$ cat config.mk
export PLATFORM = sky130hd
export DESIGN_NAME = tplf_ctrl
export DESIGN_NICKNAME = d
export VERILOG_FILES = /design/src/design/tplf_pkg.sv /design/src/design/tplf_ctrl.sv
export SDC_FILE = /design/constraint.sdc
export NUM_CORES = 1
export LEC_CHECK = 0
export ABC_AREA = 1
export BUFFER_PORTS_ARGS = -buffer_cell sky130_fd_sc_hd__clkbuf_2
export CAP_MARGIN = 20
export CORE_MARGIN = 5
export CORE_UTILIZATION = 50
export DETAILED_ROUTE_END_ITERATION = 12
export PLACE_DENSITY = 0.76
export SETUP_SLACK_MARGIN = 0.2
export SYNTH_ARGS = -nofsm -noshare
export SYNTH_HDL_FRONTEND = slang
export SYNTH_SLANG_ARGS = --single-unit
$ cat constraint.sdc
create_clock -name clk -period 1.8 [get_ports clk]
set_clock_uncertainty 0.15 [all_clocks]
set_input_delay 0.18 -clock clk [delete_from_list [all_inputs] [get_ports clk]]
set_output_delay 0.18 -clock clk [all_outputs]
set_load 0.02 [all_outputs]
$ cat src/design/tplf_pkg.sv
// shared types, constants and the arctangent step table for the three-point line fit
// no dependencies; used by every module of the block
package tplf_pkg;

  localparam int CoordW = 24;
  localparam int AngleW = 16;
  localparam int ThrW   = 32;

  localparam logic [ThrW-1:0] ThrReset = 32'd6554;
  localparam int AngleMax = 23040;

  // floor(2^30 / 3) and the bias that keeps the dividend positive
  localparam logic [28:0] DivMul = 29'd357913941;
  localparam logic [26:0] DivOff = 27'd100663296;

  // 180 degrees with 16 fraction bits
  localparam int HalfTurn = 11796480;

  typedef struct packed {
    logic signed [CoordW-1:0] x_first;
    logic signed [CoordW-1:0] y_first;
    logic signed [CoordW-1:0] x_second;
    logic signed [CoordW-1:0] y_second;
    logic signed [CoordW-1:0] x_third;
    logic signed [CoordW-1:0] y_third;
  } in_item_t;

  typedef struct packed {
    logic signed [CoordW-1:0] mean_x;
    logic signed [CoordW-1:0] mean_y;
    logic signed [AngleW-1:0] angle_deg;
    logic                     line_found;
  } out_item_t;

  typedef struct packed {
    logic load;
    logic sum;
    logic dev;
    logic mul;
    logic acc;
    logic mean_mul;
    logic mean_fix;
    logic prep;
    logic flip;
    logic iter;
    logic round;
    logic write;
  } cmd_t;

  typedef struct packed {
    logic k_last;
    logic iter_last;
  } status_t;

  // atan(2^-i) in degrees, 16 fraction bits
  function automatic logic [21:0] atan_step(input logic [4:0] i);
    logic [21:0] v;
    case (i)
      5'd0:  v = 22'd2949120;
      5'd1:  v = 22'd1740967;
      5'd2:  v = 22'd919879;
      5'd3:  v = 22'd466945;
      5'd4:  v = 22'd234379;
      5'd5:  v = 22'd117304;
      5'd6:  v = 22'd58666;
      5'd7:  v = 22'd29335;
      5'd8:  v = 22'd14668;
      5'd9:  v = 22'd7334;
      5'd10: v = 22'd3667;
      5'd11: v = 22'd1833;
      5'd12: v = 22'd917;
      5'd13: v = 22'd458;
      5'd14: v = 22'd229;
      5'd15: v = 22'd115;
      5'd16: v = 22'd57;
      5'd17: v = 22'd29;
      5'd18: v = 22'd14;
      5'd19: v = 22'd7;
      5'd20: v = 22'd4;
      5'd21: v = 22'd2;
      5'd22: v = 22'd1;
      default: v = 22'd0;
    endcase
    return v;
  endfunction

endpackage

$ cat src/design/tplf_ctrl.sv
// sequencing state machine for the line fit: handshakes and datapath commands
// depends on tplf_pkg
module tplf_ctrl (
  input  logic              clk,
  input  logic              rst,
  input  logic              in_valid,
  output logic              in_ready,
  output logic              out_valid,
  input  logic              out_ready,
  input  tplf_pkg::status_t status,
  output tplf_pkg::cmd_t    cmd
);

  typedef enum logic [11:0] {
    S_IDLE  = 12'b000000000001,
    S_SUM   = 12'b000000000010,
    S_DEV   = 12'b000000000100,
    S_MUL   = 12'b000000001000,
    S_ACC   = 12'b000000010000,
    S_MMUL  = 12'b000000100000,
    S_MFIX  = 12'b000001000000,
    S_PREP  = 12'b000010000000,
    S_FLIP  = 12'b000100000000,
    S_ITER  = 12'b001000000000,
    S_ROUND = 12'b010000000000,
    S_WRITE = 12'b100000000000
  } state_t;

  state_t state, state_next;
  logic   slot_free;

  assign slot_free = !out_valid || out_ready;
  assign in_ready  = (state == S_IDLE);

  always_comb begin
    cmd        = '0;
    state_next = state;
    case (state)
      S_IDLE: begin
        if (in_valid) begin
          cmd.load   = 1'b1;
          state_next = S_SUM;
        end
      end
      S_SUM: begin
        cmd.sum    = 1'b1;
        state_next = S_DEV;
      end
      S_DEV: begin
        cmd.dev    = 1'b1;
        state_next = S_MUL;
      end
      S_MUL: begin
        cmd.mul    = 1'b1;
        state_next = S_ACC;
      end
      S_ACC: begin
        cmd.acc    = 1'b1;
        state_next = status.k_last ? S_MMUL : S_MUL;
      end
      S_MMUL: begin
        cmd.mean_mul = 1'b1;
        state_next   = S_MFIX;
      end
      S_MFIX: begin
        cmd.mean_fix = 1'b1;
        state_next   = S_PREP;
      end
      S_PREP: begin
        cmd.prep   = 1'b1;
        state_next = S_FLIP;
      end
      S_FLIP: begin
        cmd.flip   = 1'b1;
        state_next = S_ITER;
      end
      S_ITER: begin
        cmd.iter   = 1'b1;
        state_next = status.iter_last ? S_ROUND : S_ITER;
      end
      S_ROUND: begin
        cmd.round  = 1'b1;
        state_next = S_WRITE;
      end
      S_WRITE: begin
        if (slot_free) begin
          cmd.write  = 1'b1;
          state_next = S_IDLE;
        end
      end
      default: state_next = S_IDLE;
    endcase
  end

  always_ff @(posedge clk) begin
    if (rst) begin
      state     <= S_IDLE;
      out_valid <= 1'b0;
    end else begin
      state <= state_next;
      if (cmd.write) begin
        out_valid <= 1'b1;
      end else if (out_ready) begin
        out_valid <= 1'b0;
      end
    end
  end

endmodule

* Word level (Yosys, flattened, before mapping)
Cells that the tools add are included.
Word-level totals: flip-flop bits (word level) 13, logic and storage cells 41
Cells by class: equality and inequality tests 14, muxes and demuxes 21, reductions and logical operators 4
Operators with widths (count):
- one-hot mux 12 bit (12 select lines) | 1
- two-way mux 12 bit | 2
- two-way mux 1 bit | 16
- == test 12 x 1 -> 1 bit (second input constant) | 1
- == test 12 x 10 -> 1 bit (second input constant) | 1
- == test 12 x 11 -> 1 bit (second input constant) | 1
- == test 12 bit (second input constant) | 1
- == test 12 x 2 -> 1 bit (second input constant) | 1
- == test 12 x 3 -> 1 bit (second input constant) | 1
- == test 12 x 4 -> 1 bit (second input constant) | 1
- == test 12 x 5 -> 1 bit (second input constant) | 1
- == test 12 x 6 -> 1 bit (second input constant) | 1
- == test 12 x 7 -> 1 bit (second input constant) | 1
- == test 12 x 8 -> 1 bit (second input constant) | 1
- == test 12 x 9 -> 1 bit (second input constant) | 1
- two-way mux 11 bit | 1
- two-way mux 6 bit | 1
- != test 2 bit (second input constant) | 2
- AND reduction 2 bit | 1
- nonzero test 2 bit | 1
- logical NOT 1 bit | 1
- logical OR 1 bit | 1

* Longest topological paths before layout
depth after elaboration 5, mapped depth 8, mapped depth without buffers 8

* Worst setup path before layout
No wires, ideal clock.
path kind reg-to-output, start point register state[4], end point output cmd[11] (netlist name), data arrival time 1.283 ns, data required time 1.470 ns, path slack 0.187 ns, cell stages (with the launch flop) 6, cell sequence dfxtp_1 -> nor2_2 -> nand2_2 -> nor3_4 -> inv_1 -> nor2_1
RTL lines:
- start, declared | line tplf_ctrl.sv:29 | state_t state, state_next;
- start signal, assigned | line tplf_ctrl.sv:100 | state <= state_next;
- end, declared | line tplf_ctrl.sv:11 | output tplf_pkg::cmd_t cmd

==> flow_summary.toml <==
[cts]
clock_latency_ns = 0.28
cts_tree = "built"
cts_buffer_depth = 2
numClockSinks = 13
cts-root-buf = "clkbuf_4"
cts_buffers = 3
htreeDepth = 1
cts.clk_slew.worst_paths_ns = 0.09

[pwr]
p_seq_share_pct = 44.6
switching_share_pct = 30.7
vdd_drop_max_mv = 0.501
pwr-share-comb_pct = 26.5
total_power_uw = 666
p_int_uw = 461
powerDensity_nw_per_um2 = 526
clkPwrFrac_pct = 28.8
p_leak_nw = 0.691
power_switching_uw = 205

[timing]
setup_viol = 0
fin_crit_sh_pct = 99.3
drv_slew = 0
fmax_ghz = 0.560
max_slew.worst_pin.slew_ns = 0.488
setup_tns_ns = 0
finalWorstSetupSlack_ns = 0.0134
rsz0062_at_grt = "yes"
hold_viol = 0
min_period_ns = 1.79
maxSlewHeadroom_pct = 67.3

[worst_setup_path]
worstPathMaxFanout = 4
critical_path_class = "flip-flop to output port"
cp-end-kind = "output port"
r2r_slack_ns = 0.15
cp.required_ns = 1.47
worst_setup_path_start_kind = "flip-flop"
arrival_ns = 1.46

[place]
hpwl_microns = 1320
io_buffer_count = 19
dpl_worst_slack_ns = 0.297
gp_congestion = 0.810
placed_area_sq_um = 895

[die]
num_rows = 14
die_w_microns = 49.5
die_y_microns = 49.5
coreArea_sq_um = 1490
dieArea_sq_um = 2450
start_util_pct = 52.4
pin_count = 20

[detailed_routing]
wl_met2_microns = 1340
drc = 0
met3_length_microns = 201
wl_microns = 2620
ant_nets = 0
num_vias = 938
drtPass1Iterations = 4
drt_first_iter_violations = 54
top_layer = "met4"
m1WireLength_microns = 993
via_per_inst = 5.33
routedWlPerCell_microns = 14.9

[logic_synthesis]
ys_ff_latch = 13
yosysTopAreaCell = "dfxtp_1"
syn_inst = 122
synth_area_sq_um = 781
yosys-top-cells-area = "dfxtp_1 33%, inv_1 13%, nand2_1 12%, nor2_1 10%, nor3_1 5.8%"
synth_cell_types = 19
ys_warn_count = 0
yosysSeqAreaShare_pct = 33.3
synth_top_area_share_pct = 33.3
syn_avg_cell_area_sq_um = 6.40
syn-num-nets = 128

[final_layout]
syn_to_final_growth_pct = 62.2
drive_gt1_share_pct = 55.0
layout.nets = 167
postLayoutCellArea_sq_um = 1270
n_antenna_cell = 0

[run_status]
status = "complete, no violations"

[global_route]
grt_max_degree = 13
antenna_found_initial = 0
grt_overflow = 0
track_usage_pct = 18.7
grt_pass1_vias = 908
grt_pass1_wl_microns = 3680

[min_path]
hold_path.class = "input pin to flip-flop"

[flow_run]
maxCapViolations = 0
metal layers:
layer	up-vias	track usage [%]
met3	11	3.61
met5	-	0
met2	55	34.5
met4	0	7.42
met1	427	20.5
li1	445	-
path summary, 6_finish.rpt:
path         depth (start not counted)                     to                  start
max reg2reg                         10  state[0]$_SDFFE_PP1P_  state[2]$_SDFFE_PP0P_
min reg2reg                          3  state[4]$_SDFFE_PP0P_  state[2]$_SDFFE_PP0P_
min                                  3  state[1]$_SDFFE_PP0P_               in_valid
max                                  6                cmd[11]  state[7]$_SDFFE_PP0P_
cell families after synthesis:
group	share of synthesized area [%]
buffers and inverters	14.4
flip-flops	33.3
AO/OA/AOI/OAI	4.17
AND/OR/NAND/NOR	48.1
cell type report:
type	instances	area (sq um)
sequential	13	274
fill	81	223
timing repair buffer	35	319
multi-input combinational	79	515
tap	16	20.0
inverter	29	111
clock buffer	4	26.3
registers in the layout, indices dropped and copies added (netlist names):
register	cells
out_valid	1
state	12
placed cells by master (no fill, tap or decap), drive strengths merged:
cell / synthesis / routed
clkbuf: 1 / 14
nor3: 10 / 10
dfxtp: 13 / 13
nand2: 30 / 30
nand3: 4 / 4
buf: 0 / 23
nor2: 27 / 27
a21oi: 1 / 1
o21ai: 4 / 4
inv: 29 / 29
nand4: 1 / 1
o21a: 1 / 1
nor3b: 1 / 1
dlygate4sd3: 0 / 2
stage by stage:
stage          util [%]  hold slack, ns  cells
3_5_place_dp       60.1           0.255    156
5_1_grt            85.0          0.0397    176
3_3_place_gp       60.1           0.255    156
4_1_cts            74.1          0.0272    169
6_report           85.0          0.0263    176
2_1_floorplan         -           0.106    122
what timing repair did:
item	CTS	global route
setup endpoints to repair	13	15
hold buffers	2	0
gates resized for setup	37	43
endpoints found under the hold margin	2	0
setup buffers	7	7
pin swaps	12	13
power groups by stage:
stage                     Combinational [mW]  Clock (mW)  Sequential, mW
after floorplan                       0.0789           0           0.302
after global routing                   0.188       0.203           0.298
after CTS                              0.138       0.184           0.296
after global placement                 0.102           0           0.303
final                                  0.177       0.192           0.297
after detailed placement               0.104           0           0.303
synth_stat cells (all sizes together):
master,n
o21ai,4
nor3b,1
clkbuf,1
nand3,4
inv,29
a21oi,1
o21a,1
nand4,1
nor3,10
nor2,27
dfxtp,13
nand2,30
critical path: stages (launching register included):
cell and delay, ns:
dfxtp_2 0.35, nor2_4 0.14, nand2_4 0.09, nor3_4 0.26, inv_2 0.08, nor2_2 0.10
clkbuf_8 0.15
No activity file was read; power rests on OpenSTA's default activity.
